==> config.mk <==
export PLATFORM = sky130hd
export DESIGN_NAME = shared_buffer_multi_queue_unit_flat
export DESIGN_NICKNAME = d
export VERILOG_FILES = /design/src/design/sbmq_pkg.sv /design/src/design/sbmq_req_if.sv /design/src/design/sbmq_rsp_if.sv /design/src/design/sbmq_ram.sv /design/src/design/shared_buffer_multi_queue_unit.sv /design/src/flat_wrapper.sv
export SDC_FILE = /design/constraint.sdc
export NUM_CORES = 1
export LEC_CHECK = 0
export BUFFER_PORTS_ARGS = -buffer_cell sky130_fd_sc_hd__buf_2
export CAP_MARGIN = 20
export CORE_MARGIN = 1
export CORE_UTILIZATION = 60
export CTS_CLUSTER_SIZE = 30
export DETAILED_ROUTE_END_ITERATION = 12
export PLACE_DENSITY = 0.77
export SLEW_MARGIN = 15
export SYNTH_ARGS = -nofsm -noshare
export SYNTH_HDL_FRONTEND = slang
export SYNTH_SLANG_ARGS = --single-unit
==> constraint.sdc <==
create_clock -name clk -period 6.73 [get_ports clk]
set_input_delay 1.346 -clock clk [delete_from_list [all_inputs] [get_ports clk]]
set_output_delay 1.346 -clock clk [all_outputs]
set_load 0.02 [all_outputs]
==> src/design/sbmq_pkg.sv <==
// ---------------------------------------------------------------------------
// sbmq_pkg
// Shared types and codes for the shared buffer multi-queue unit.
// ---------------------------------------------------------------------------
package sbmq_pkg;

    localparam int DATA_W   = 32;
    localparam int QID_W    = 2;
    localparam int STATUS_W = 2;

    localparam logic OP_PUSH = 1'b0;
    localparam logic OP_POP  = 1'b1;

    localparam logic [STATUS_W-1:0] STATUS_OK        = 2'd0;
    localparam logic [STATUS_W-1:0] STATUS_OVERFLOW  = 2'd1;
    localparam logic [STATUS_W-1:0] STATUS_UNDERFLOW = 2'd2;

    typedef enum logic [1:0] {
        ST_INIT,
        ST_IDLE,
        ST_EXEC
    } sbmq_state_t;

endpackage

==> src/design/sbmq_req_if.sv <==
// ---------------------------------------------------------------------------
// sbmq_req_if
// Request channel: operation, queue number and push word.
// ---------------------------------------------------------------------------
interface sbmq_req_if
    import sbmq_pkg::*;
();
    logic                     valid;
    logic                     ready;
    logic                     op;
    logic [QID_W-1:0]         queue_id;
    logic signed [DATA_W-1:0] push_value;

    modport source (output valid, output op, output queue_id, output push_value,
                    input ready);
    modport sink   (input valid, input op, input queue_id, input push_value,
                    output ready);
endinterface

==> src/design/sbmq_rsp_if.sv <==
// ---------------------------------------------------------------------------
// sbmq_rsp_if
// Response channel: status code and popped word.
// ---------------------------------------------------------------------------
interface sbmq_rsp_if
    import sbmq_pkg::*;
();
    logic                     valid;
    logic                     ready;
    logic [STATUS_W-1:0]      status;
    logic signed [DATA_W-1:0] pop_value;

    modport source (output valid, output status, output pop_value, input ready);
    modport sink   (input valid, input status, input pop_value, output ready);
endinterface

==> src/design/sbmq_ram.sv <==
// ---------------------------------------------------------------------------
// sbmq_ram
// Single-port synchronous RAM with registered read data.
// ---------------------------------------------------------------------------
module sbmq_ram #(
    parameter int WIDTH = 32,
    parameter int DEPTH = 16
) (
    input  logic                     clk,
    input  logic                     en,
    input  logic                     we,
    input  logic [$clog2(DEPTH)-1:0] addr,
    input  logic [WIDTH-1:0]         wdata,
    output logic [WIDTH-1:0]         rdata
);

    logic [WIDTH-1:0] mem [DEPTH];

    // Read data holds until the next read access.
    always_ff @(posedge clk)
    begin
        if (en)
        begin
            if (we)
            begin
                mem[addr] <= wdata;
            end
            else
            begin
                rdata <= mem[addr];
            end
        end
    end

endmodule

==> src/design/shared_buffer_multi_queue_unit.sv <==
// ---------------------------------------------------------------------------
// shared_buffer_multi_queue_unit
// Several FIFO queues chained through one shared slot store with a free list.
// ---------------------------------------------------------------------------
// Response: a request is held through the execute state, and its result is then
//   registered in the output register; execute waits while a result blocks it.
// Requests: one at a time, as req.ready is high only while idle; this is set by
//   the single-port link RAM (read in the accept cycle, write-back in execute).
// Reset: queues empty, free list holds every slot in order. After reset the
//   link RAM is chained by a pass over every slot; req.ready stays low then.
// ---------------------------------------------------------------------------
module shared_buffer_multi_queue_unit
    import sbmq_pkg::*;
#(
    parameter int SLOTS  = 16,
    parameter int QUEUES = 4
) (
    input  logic        clk,
    input  logic        rst_n,
    sbmq_req_if.sink    req,
    sbmq_rsp_if.source  rsp
);

    // Pointer width holds every slot index plus the null code SLOTS.
    localparam int PW  = $clog2(SLOTS + 1);
    localparam int AW  = $clog2(SLOTS);
    // Only the queues that the queue number field can reach get registers.
    localparam int QN  = (QUEUES < (1 << QID_W)) ? QUEUES : (1 << QID_W);
    localparam int QIW = (QN > 1) ? $clog2(QN) : 1;
    localparam logic [PW-1:0] NIL       = PW'(SLOTS);
    localparam logic [AW-1:0] LAST_SLOT = AW'(SLOTS - 1);

    sbmq_state_t state_reg, state_next;

    logic [AW-1:0]  init_cnt_reg;
    logic [PW-1:0]  free_head_reg;
    logic [PW-1:0]  head_reg [QN];
    logic [PW-1:0]  tail_reg [QN];

    // Request held across the execute cycle.
    logic           op_reg;
    logic [QIW-1:0] qidx_reg;
    logic           qok_reg;
    logic [PW-1:0]  slot_reg;
    logic           slot_ok_reg;

    // Output register decouples the result from the request side.
    logic                     rsp_valid_reg;
    logic [STATUS_W-1:0]      status_reg;
    logic signed [DATA_W-1:0] pop_value_reg;

    logic           accept;
    logic           exec_adv;
    logic [QIW-1:0] qidx;
    logic           q_ok;
    logic [PW-1:0]  head_sel;
    logic [PW-1:0]  slot_sel;
    logic [PW-1:0]  head_q;
    logic [PW-1:0]  tail_q;
    logic           push_ok;
    logic           pop_ok;

    logic           link_en;
    logic           link_we;
    logic [AW-1:0]  link_addr;
    logic [PW-1:0]  link_wdata;
    logic [PW-1:0]  link_rdata;

    logic           data_en;
    logic           data_we;
    logic [DATA_W-1:0] data_rdata;

    sbmq_ram #(
        .WIDTH (PW),
        .DEPTH (SLOTS)
    ) u_link_ram (
        .clk   (clk),
        .en    (link_en),
        .we    (link_we),
        .addr  (link_addr),
        .wdata (link_wdata),
        .rdata (link_rdata)
    );

    sbmq_ram #(
        .WIDTH (DATA_W),
        .DEPTH (SLOTS)
    ) u_data_ram (
        .clk   (clk),
        .en    (data_en),
        .we    (data_we),
        .addr  (slot_sel[AW-1:0]),
        .wdata (req.push_value),
        .rdata (data_rdata)
    );

    // Decode the incoming request. Out-of-range queue numbers touch nothing.
    always_comb
    begin
        qidx     = req.queue_id[QIW-1:0];
        q_ok     = ({{(32-QID_W){1'b0}}, req.queue_id} < 32'(QUEUES));
        head_sel = q_ok ? head_reg[qidx] : NIL;
        slot_sel = (req.op == OP_PUSH) ? free_head_reg : head_sel;
        head_q   = qok_reg ? head_reg[qidx_reg] : NIL;
        tail_q   = qok_reg ? tail_reg[qidx_reg] : NIL;
        push_ok  = (op_reg == OP_PUSH) && qok_reg && slot_ok_reg;
        pop_ok   = (op_reg == OP_POP) && qok_reg && slot_ok_reg;
    end

    // Next state.
    always_comb
    begin
        state_next = state_reg;
        case (state_reg)
            ST_INIT:
            begin
                if (init_cnt_reg == LAST_SLOT)
                begin
                    state_next = ST_IDLE;
                end
            end
            ST_IDLE:
            begin
                if (req.valid)
                begin
                    state_next = ST_EXEC;
                end
            end
            ST_EXEC:
            begin
                if (!rsp_valid_reg || rsp.ready)
                begin
                    state_next = ST_IDLE;
                end
            end
            default:
            begin
                state_next = ST_INIT;
            end
        endcase
    end

    // Handshake and RAM controls.
    always_comb
    begin
        req.ready  = (state_reg == ST_IDLE);
        accept     = req.ready && req.valid;
        // Execute only when the output register is free or being drained.
        exec_adv   = (state_reg == ST_EXEC) && (!rsp_valid_reg || rsp.ready);

        // Store the push word straight away; the slot is already reserved.
        data_en    = accept && (req.op == OP_POP || (q_ok && slot_sel < NIL));
        data_we    = (req.op == OP_PUSH);

        link_en    = 1'b0;
        link_we    = 1'b0;
        link_addr  = slot_sel[AW-1:0];
        link_wdata = free_head_reg;
        case (state_reg)
            ST_INIT:
            begin
                // Chain slot i to slot i+1; the last slot lands on null.
                link_en    = 1'b1;
                link_we    = 1'b1;
                link_addr  = init_cnt_reg;
                link_wdata = PW'(init_cnt_reg) + PW'(1);
            end
            ST_IDLE:
            begin
                // Fetch the next link of the free head (push) or queue head (pop).
                link_en = accept;
            end
            ST_EXEC:
            begin
                if (push_ok)
                begin
                    // Append behind the old tail when the queue is not empty.
                    link_en    = exec_adv && (head_q < NIL) && (tail_q < NIL);
                    link_we    = 1'b1;
                    link_addr  = tail_q[AW-1:0];
                    link_wdata = slot_reg;
                end
                else if (pop_ok)
                begin
                    // Return the slot to the front of the free list.
                    link_en    = exec_adv;
                    link_we    = 1'b1;
                    link_addr  = slot_reg[AW-1:0];
                    link_wdata = free_head_reg;
                end
            end
            default:
            begin
                link_en = 1'b0;
            end
        endcase

        rsp.valid     = rsp_valid_reg;
        rsp.status    = status_reg;
        rsp.pop_value = pop_value_reg;
    end

    // Control state.
    always_ff @(posedge clk or negedge rst_n)
    begin
        if (!rst_n)
        begin
            state_reg     <= ST_INIT;
            init_cnt_reg  <= '0;
            free_head_reg <= '0;
            rsp_valid_reg <= 1'b0;
            for (int i = 0; i < QN; i++)
            begin
                head_reg[i] <= NIL;
                tail_reg[i] <= NIL;
            end
        end
        else
        begin
            state_reg <= state_next;
            if (state_reg == ST_INIT)
            begin
                init_cnt_reg <= init_cnt_reg + AW'(1);
            end

            if (exec_adv)
            begin
                rsp_valid_reg <= 1'b1;
                if (push_ok)
                begin
                    free_head_reg <= link_rdata;
                    if (!(head_q < NIL))
                    begin
                        head_reg[qidx_reg] <= slot_reg;
                    end
                    tail_reg[qidx_reg] <= slot_reg;
                end
                else if (pop_ok)
                begin
                    // The tail slot's link is never written on push; the
                    // chain ends there, so the head goes to null.
                    head_reg[qidx_reg] <= (slot_reg == tail_q) ? NIL : link_rdata;
                    free_head_reg      <= slot_reg;
                end
            end
            else if (rsp.ready)
            begin
                rsp_valid_reg <= 1'b0;
            end
        end
    end

    // Payload registers.
    always_ff @(posedge clk)
    begin
        if (accept)
        begin
            op_reg      <= req.op;
            qidx_reg    <= qidx;
            qok_reg     <= q_ok;
            slot_reg    <= slot_sel;
            slot_ok_reg <= (slot_sel < NIL);
        end
        if (exec_adv)
        begin
            if (op_reg == OP_PUSH)
            begin
                status_reg    <= push_ok ? STATUS_OK : STATUS_OVERFLOW;
                pop_value_reg <= '0;
            end
            else
            begin
                status_reg    <= pop_ok ? STATUS_OK : STATUS_UNDERFLOW;
                pop_value_reg <= pop_ok ? data_rdata : '1;
            end
        end
    end

    // A transfer always moves the block into its execute cycle.
    a_accept_exec: assert property (@(posedge clk) disable iff (!rst_n)
        accept |=> (state_reg == ST_EXEC))
        else $error("request transfer did not enter execute");

    // The free head is a slot index or null, never beyond.
    a_free_head_range: assert property (@(posedge clk) disable iff (!rst_n)
        free_head_reg <= NIL)
        else $error("free head out of range");

    // Hold the execute cycle while an untaken result blocks the output.
    a_exec_holds: assert property (@(posedge clk) disable iff (!rst_n)
        ((state_reg == ST_EXEC) && rsp_valid_reg && !rsp.ready)
        |=> ((state_reg == ST_EXEC) && $stable(status_reg)))
        else $error("execute advanced over a pending result");

    // The link RAM is only read while idle.
    a_idle_no_link_write: assert property (@(posedge clk) disable iff (!rst_n)
        ((state_reg == ST_IDLE) && link_en) |-> !link_we)
        else $error("link write while idle");

endmodule

==> src/flat_wrapper.sv <==
// flat-port wrapper written by rule: the top's interface ports become plain ports
module shared_buffer_multi_queue_unit_flat import sbmq_pkg::*;
#(
    parameter int SLOTS  = 16,
    parameter int QUEUES = 4
)
  (clk, rst_n, req_valid, req_op, req_queue_id, req_push_value, req_ready, rsp_valid, rsp_status, rsp_pop_value, rsp_ready);
  sbmq_req_if req_i ();
  sbmq_rsp_if rsp_i ();
  input  logic clk;
  input  logic rst_n;
  input wire logic [$bits(req_i.valid)-1:0] req_valid;
  input wire logic [$bits(req_i.op)-1:0] req_op;
  input wire logic [$bits(req_i.queue_id)-1:0] req_queue_id;
  input wire logic [$bits(req_i.push_value)-1:0] req_push_value;
  output wire logic [$bits(req_i.ready)-1:0] req_ready;
  output wire logic [$bits(rsp_i.valid)-1:0] rsp_valid;
  output wire logic [$bits(rsp_i.status)-1:0] rsp_status;
  output wire logic [$bits(rsp_i.pop_value)-1:0] rsp_pop_value;
  input wire logic [$bits(rsp_i.ready)-1:0] rsp_ready;
  assign req_i.valid = req_valid;
  assign req_i.op = req_op;
  assign req_i.queue_id = req_queue_id;
  assign req_i.push_value = req_push_value;
  assign req_ready = req_i.ready;
  assign rsp_valid = rsp_i.valid;
  assign rsp_status = rsp_i.status;
  assign rsp_pop_value = rsp_i.pop_value;
  assign rsp_i.ready = rsp_ready;
  shared_buffer_multi_queue_unit #(.SLOTS(SLOTS), .QUEUES(QUEUES)) u_core (.clk(clk), .rst_n(rst_n), .req(req_i), .rsp(rsp_i));
endmodule
# == Word level (Yosys, flattened, before mapping) ==
# Memories as Yosys holds them, arrays and structs flattened. A register that Yosys moved wholly into a read port is not among the register bits.
# Index checks and enable logic that the tools add are counted.
# word_totals
register_bits,95
ramBits,592
in_bits,39
output_inout_bits,36
word_cells,108
mem_count,2
# classes
add_sub_neg,2
n_lt_le_gt_ge,6
n_eq_ne,8
n_mux,48
bitwise_logic,4
reduce_logical,20
# memory_table
memory,words,word_bits,read_ports,rd_ports_with_merged_regs,wr,line,rtl
u_core.u_data_ram.mem,16,32,1,1,1,sbmq_ram.sv:17,logic [WIDTH-1:0] mem [DEPTH];
u_core.u_link_ram.mem,16,5,1,1,1,sbmq_ram.sv:17,
# ops
op,n
$bwmux 20,3
$mux 20,3
$mux 5,12
$mux 32,1
$bmux 5 s2,3
$lt 5x5->1 const B,3
$mux 1,13
$demux 5 s2,1
$mux 2,5
$pmux 5 s2,1
$logic_and 1x1->1,8
$mux 4,2
$pmux 4 s2,1
$reduce_and 2->1,4
$ge 3x3->1 const B,2
$not 2->3,2
$pmux 2 s3,1
$reduce_and 3->1,2
$add 4x1->5 const B,1
$eq 5x5->1,1
$add 4x1->4 const B,1
$eq 4x4->1 const B,1
$ne 2x1->1 const B,2
$ne 2x2->1 const B,2
10 further kinds,13

# == Longest topological paths before layout ==
# depth
depth_word,11
ltp_mapped,12
ltp_nobuf,8

# == Modules after synthesis ==
# Synthesis repeated with hierarchy kept, for this count alone.
# unflattened
cells_unflattened,1374
area_unflattened_um2,28104.5
# modules_own_cells
module,n_inst,cells_per_inst,area_each_um2,seq_area_each_um2
sbmq_ram (u_core.u_data_ram),1,844,20215.6,16335.7
shared_buffer_multi_queue_unit,1,374,4543.1,2602.5
sbmq_ram (u_core.u_link_ram),1,156,3345.7,2552.4

# == Worst setup path after synthesis ==
# Ideal clock, no wire load.
# synth_path
path_type,input-to-reg
startpoint,in req_queue_id[1]
endpoint,mem u_core.u_data_ram.mem[0][0] (enable)
setup_ns,0.421
arrival_time_ns,4.224
path_slack_ns,2.085
path_stages,10
n_path_buf,5
path_cell_list,buf_6 -> mux2i_1 -> o221a_4 -> inv_4 -> buf_6 -> buf_4 -> buf_2 -> buf_2 -> or2_1 -> nor2_1
# synth_via
elab_chain_cells,10
# synth_lines
item,line,rtl
start: declaration,flat_wrapper.sv:14,input wire logic [$bits(req_i.queue_id)-1:0] req_queue_id;
$not 2->3 (not written as such) (*),shared_buffer_multi_queue_unit.sv:102,head_sel = q_ok ? head_reg[qidx] : NIL;
$bmux 5 s2 (*),shared_buffer_multi_queue_unit.sv:102,
$mux 5 (not written as such) (*) (2 in a row),shared_buffer_multi_queue_unit.sv:102,
$mux 5 (*),shared_buffer_multi_queue_unit.sv:103,slot_sel = (req.op == OP_PUSH) ? free_head_reg : head_sel;
net u_core.slot_sel[1],shared_buffer_multi_queue_unit.sv:57,logic [PW-1:0] slot_sel;
$lt 5x5->1,shared_buffer_multi_queue_unit.sv:152,data_en = accept && (req.op == OP_POP || (q_ok && slot_sel < NIL));
$logic_or 1x1->1,shared_buffer_multi_queue_unit.sv:152,
$logic_and 1x1->1,shared_buffer_multi_queue_unit.sv:152,
$mux 1,sbmq_ram.sv:22,if (en)
$mux 1 (not written as such),sbmq_ram.sv:26,mem[addr] <= wdata;
end: declaration,sbmq_ram.sv:17,
# The timed path passes the listed nets; every way through them passes the cells marked *. The select of a mux whose other input is x is not followed.

# == Worst setup path in the final report ==
# layout_path
startpoint,in req_queue_id[1]
endpoint,mem u_core.u_data_ram.mem[1][14] (enable)
# layout_via
elab_chain_cells,10
# layout_lines
item,line
$not 2->3 (not written as such) (*),shared_buffer_multi_queue_unit.sv:102
$bmux 5 s2 (*),shared_buffer_multi_queue_unit.sv:102
$mux 5 (not written as such) (*) (2 in a row),shared_buffer_multi_queue_unit.sv:102
$mux 5 (*),shared_buffer_multi_queue_unit.sv:103
$lt 5x5->1,shared_buffer_multi_queue_unit.sv:152
$logic_or 1x1->1,shared_buffer_multi_queue_unit.sv:152
$logic_and 1x1->1,shared_buffer_multi_queue_unit.sv:152
$mux 1,sbmq_ram.sv:22
$mux 1 (not written as such),sbmq_ram.sv:26
# Mark *: on every way between the ends. The rest lies on a longest branch, timed or not. The select of a mux whose other input is x is not followed.

==> impl_metrics.py <==
metrics = {
    "outcome": {
        "status": "completed",
    },
    "global_routing": {
        "grt_pass1_wl_um": 96900,
        "grt_antenna_before_repair": 1,
        "grt_overflow": 0,
        "grt_pass1_vias": 16056,
        "grt_util_all_layers": 0.265,
        "grt_max_degree": 91,
    },
    "sta": {
        "finClkSkew_ns": 0.0247,
        "worst_hold_slack_ns": 0.500,
        "hold_violations": 0,
        "tns_ns": 0,
        "worst_pin_slew_ns": 1.12,
        "setup-violations-final": 0,
        "period_share": 0.710,
        "rsz0062_at_grt": "no",
        "maxSlewHeadroom": 0.250,
        "finalCriticalPeriod_ns": 4.78,
        "max_clock_freq_mhz": 209,
        "slew_viol_final": 0,
    },
    "worst_setup_path": {
        "worstPathArrival_ns": 5.08,
        "worstPathRequired_ns": 7.04,
        "slowest_delay_ns": 0.92,
        "r2r_setup_slack_ns": 2.61,
        "critPathSlowestCell": "nor2_4",
        "worstSetupEndpointType": "flop",
        "worstSetupPathType": "in -> reg",
        "crit_path_max_fanout": 90,
        "path_cells": "buf_2 -> mux2i_1 -> o221a_4 -> clkinv_8 -> or2_1 -> nor2_4 -> buf_4",
        "start_kind": "primary input",
    },
    "floorplanning": {
        "initial_core_util": 0.608,
        "rows": 80,
        "die_w_um": 222,
        "die_h_um": 222,
        "io_pins": 75,
        "core-area_mm2": 0.0476,
        "dieArea_mm2": 0.0492,
    },
    "logic_synthesis": {
        "synth-edff-count": 672,
        "synth.largest_area_cell": "edfxtp_1",
        "yosys-top-cells-area": "edfxtp_1 (70%), mux2i_1 (4.8%), mux4_2 (4.7%), nand2_1 (3.9%), dfrtp_1 (3.8%)",
        "syn_area_mm2": 0.0290,
        "synthFlopType": "edfxtp_1",
        "synth_top_area_share": 0.696,
        "synth_nets": 1870,
        "ys_seq_area_frac": 0.741,
        "synthArstFlopShare": 0.0718,
        "syn_avg_cell_area_um2": 15.8,
        "yosys_warnings": 0,
        "syn_inst": 1830,
        "synth-seq-cells": 724,
        "synth_cell_types": 54,
    },
    "clocking": {
        "clk_pin_slew_ns": 0.06,
        "cts_buffers": 72,
        "cts-root-buf": "clkbuf_16",
        "clock_path_buffers": 3,
        "ctsHoldBuffers": 0,
        "numClockSinks": 724,
        "tritoncts": "built",
        "clock_latency_ns": 0.62,
        "htreeDepth": 3,
        "cts_resized": 0,
        "postCtsSetupBuffers": 0,
    },
    "placement": {
        "gp_congestion": 0.871,
        "hpwl_um": 34800,
        "portBuffers": 74,
    },
    "power_and_ir_drop": {
        "intPower_mw": 9.07,
        "leakage_nw": 11.3,
        "comb_power_share": 0.249,
        "power_frac_clock": 0.310,
        "seqPwrFrac": 0.441,
        "vdd_drop_max_uv": 230,
        "p_sw_mw": 3.84,
        "p_per_area_mw_per_mm2": 398,
        "switching_share": 0.297,
    },
    "detailed_routing": {
        "vias": 16206,
        "postRouteAntennaNets": 0,
        "drc": 0,
        "wl_per_cell_um": 24.9,
        "drt_first_pass_iters": 6,
        "drt_iter0_drc": 1978,
        "viasPerCell": 6.28,
        "drt-total-wl_um": 64200,
    },
    "finish": {
        "multi_input_area_mm2": 0.00706,
        "register_area_mm2": 0.0215,
        "largest_reg_flops": 512,
        "fillers": 3047,
        "top_register": "u_core.u_data_ram.mem",
        "top_regs": "u_core.u_data_ram.mem: 512 flops, u_core.u_link_ram.mem: 80 flops",
        "drive_gt1_frac": 0.181,
        "areaGrowthSynthToFinish_pct": 11.8,
        "fin_nets": 1950,
    },
    "job": {
        "maxCapViolCount": 0,
    },
    "worst_hold_path": {
        "hp-class": "reg -> reg",
    },
}
==> path summary, 6_finish.rpt <==
check	startpoint	endpoint	cells past startpoint
max in group asynchronous	rst_n	u_core.head_reg[15]$_DFFE_PN0P_	2
worst min-delay path	u_core.tail_reg[16]$_DFFE_PN0P_	u_core.tail_reg[16]$_DFFE_PN0P_	2
worst min register to register	u_core.tail_reg[16]$_DFFE_PN0P_	u_core.tail_reg[16]$_DFFE_PN0P_	2
worst max-delay path	req_queue_id[1]	u_core.u_data_ram.mem[1][14]$_DFFE_PP_	7
worst max register to register	u_core.head_reg[1]$_DFFE_PN0P_	u_core.u_data_ram.mem[1][14]$_DFFE_PP_	6
min in group asynchronous	rst_n	u_core.tail_reg[0]$_DFFE_PN0P_	2
==> critical path, delay by kind of cell <==
kind / cells / cell delay [ns]
mux: 1 / 0.29
simple gates: 2 / 1.47
compound gates: 1 / 0.72
buf+inv: 3 / 1.17
==> cell families (layout without fill, tap and decap cells) <==
| group | after synthesis | in the layout | synth area share |
|---|---|---|---|
| xor gates and xnor gates | 10 | 10 | 0.00302 |
| and+or+nand+nor | 614 | 614 | 0.0946 |
| AOI/OAI and AO/OA | 122 | 122 | 0.0298 |
| buffers and inverters | 118 | 252 | 0.0195 |
| DFF | 724 | 724 | 0.741 |
| adders and majority gates | 1 | 1 | 0.000432 |
| muxes | 241 | 241 | 0.111 |
| other | 0 | 2 | 0 |
==> layer usage <==
metal | part of all wire | global-route usage
met4 | 0.025 | 0.0883
met3 | 0.083 | 0.0484
met5 | 0 | 0
met1 | 0.41 | 0.381
met2 | 0.48 | 0.416
==> Yosys cell counts (3+ instances only) <==
| master | number |
|---|---|
| a211oi_1 | 4 |
| a21o_1 | 3 |
| a21oi_1 | 4 |
| a22o_1 | 4 |
| a22oi_1 | 11 |
| a31oi_1 | 35 |
| buf_1 | 4 |
| buf_2 | 26 |
| buf_4 | 4 |
| buf_6 | 8 |
| clkbuf_1 | 61 |
| dfrtp_1 | 44 |
| dfstp_2 | 8 |
| edfxtp_1 | 672 |
| inv_1 | 10 |
| inv_2 | 3 |
| mux2_2 | 40 |
| mux2i_1 | 140 |
| mux4_2 | 60 |
| nand2_1 | 298 |
| nand2b_1 | 8 |
| nand3_1 | 196 |
| nor2_1 | 53 |
| nor2b_1 | 36 |
| nor3_1 | 6 |
| o21a_1 | 33 |
| o21ai_0 | 14 |
| or3b_1 | 3 |
| xnor2_1 | 6 |
| xor2_1 | 4 |
==> layout make-up <==
class	count	share of cell area
Multi-Input combinational cell	988	0.218
Sequential cell	724	0.663
Tap cell	615	0.0237
Inverter	14	0.00201
Timing Repair Buffer	110	0.0204
Antenna cell	2	0.000154
Clock inverter	35	0.0114
Clock buffer	93	0.0612
==> metrics by stage <==
step	total power, mW	setup slack, ns	std cells	util	instance area (um2)
floorplan	8.06	2.08	1830	-	29000
global placement	8.84	1.56	2450	0.630	30000
detailed placement	8.95	1.37	2451	0.631	30000
CTS	12.9	2.00	2579	0.680	32400
global route	13.4	1.82	2580	0.680	32400
finish	12.9	1.95	2581	0.680	32400
==> placed cells by master (no fill, tap or decap), drive strengths merged, types with 4 or more instances in the layout <==
cell	n
clkinv	24
inv	15
nand2b	8
bufinv	7
buf	110
xnor2	6
dfstp	8
a22oi	11
nand3	196
xor2	4
edfxtp	672
a22o	4
a21oi	4
mux2i	141
o21ai	16
dfrtp	44
o21a	33
mux2	40
nor2b	36
a31oi	35
nor3	6
nand2	298
nor2	54
clkbuf	93
a211oi	5
mux4	60
==> power groups by stage <==
| stage | logic [mW] | clock network (mW) | registers, mW |
|---|---|---|---|
| finish | 3.22 | 4.00 | 5.69 |
| global route | 3.46 | 4.20 | 5.71 |
| CTS | 3.20 | 4.03 | 5.69 |
| detailed placement | 3.18 | 0 | 5.77 |
| global placement | 3.08 | 0 | 5.76 |
| floorplan | 2.33 | 0 | 5.73 |
Power figures use the tool's default switching activity.
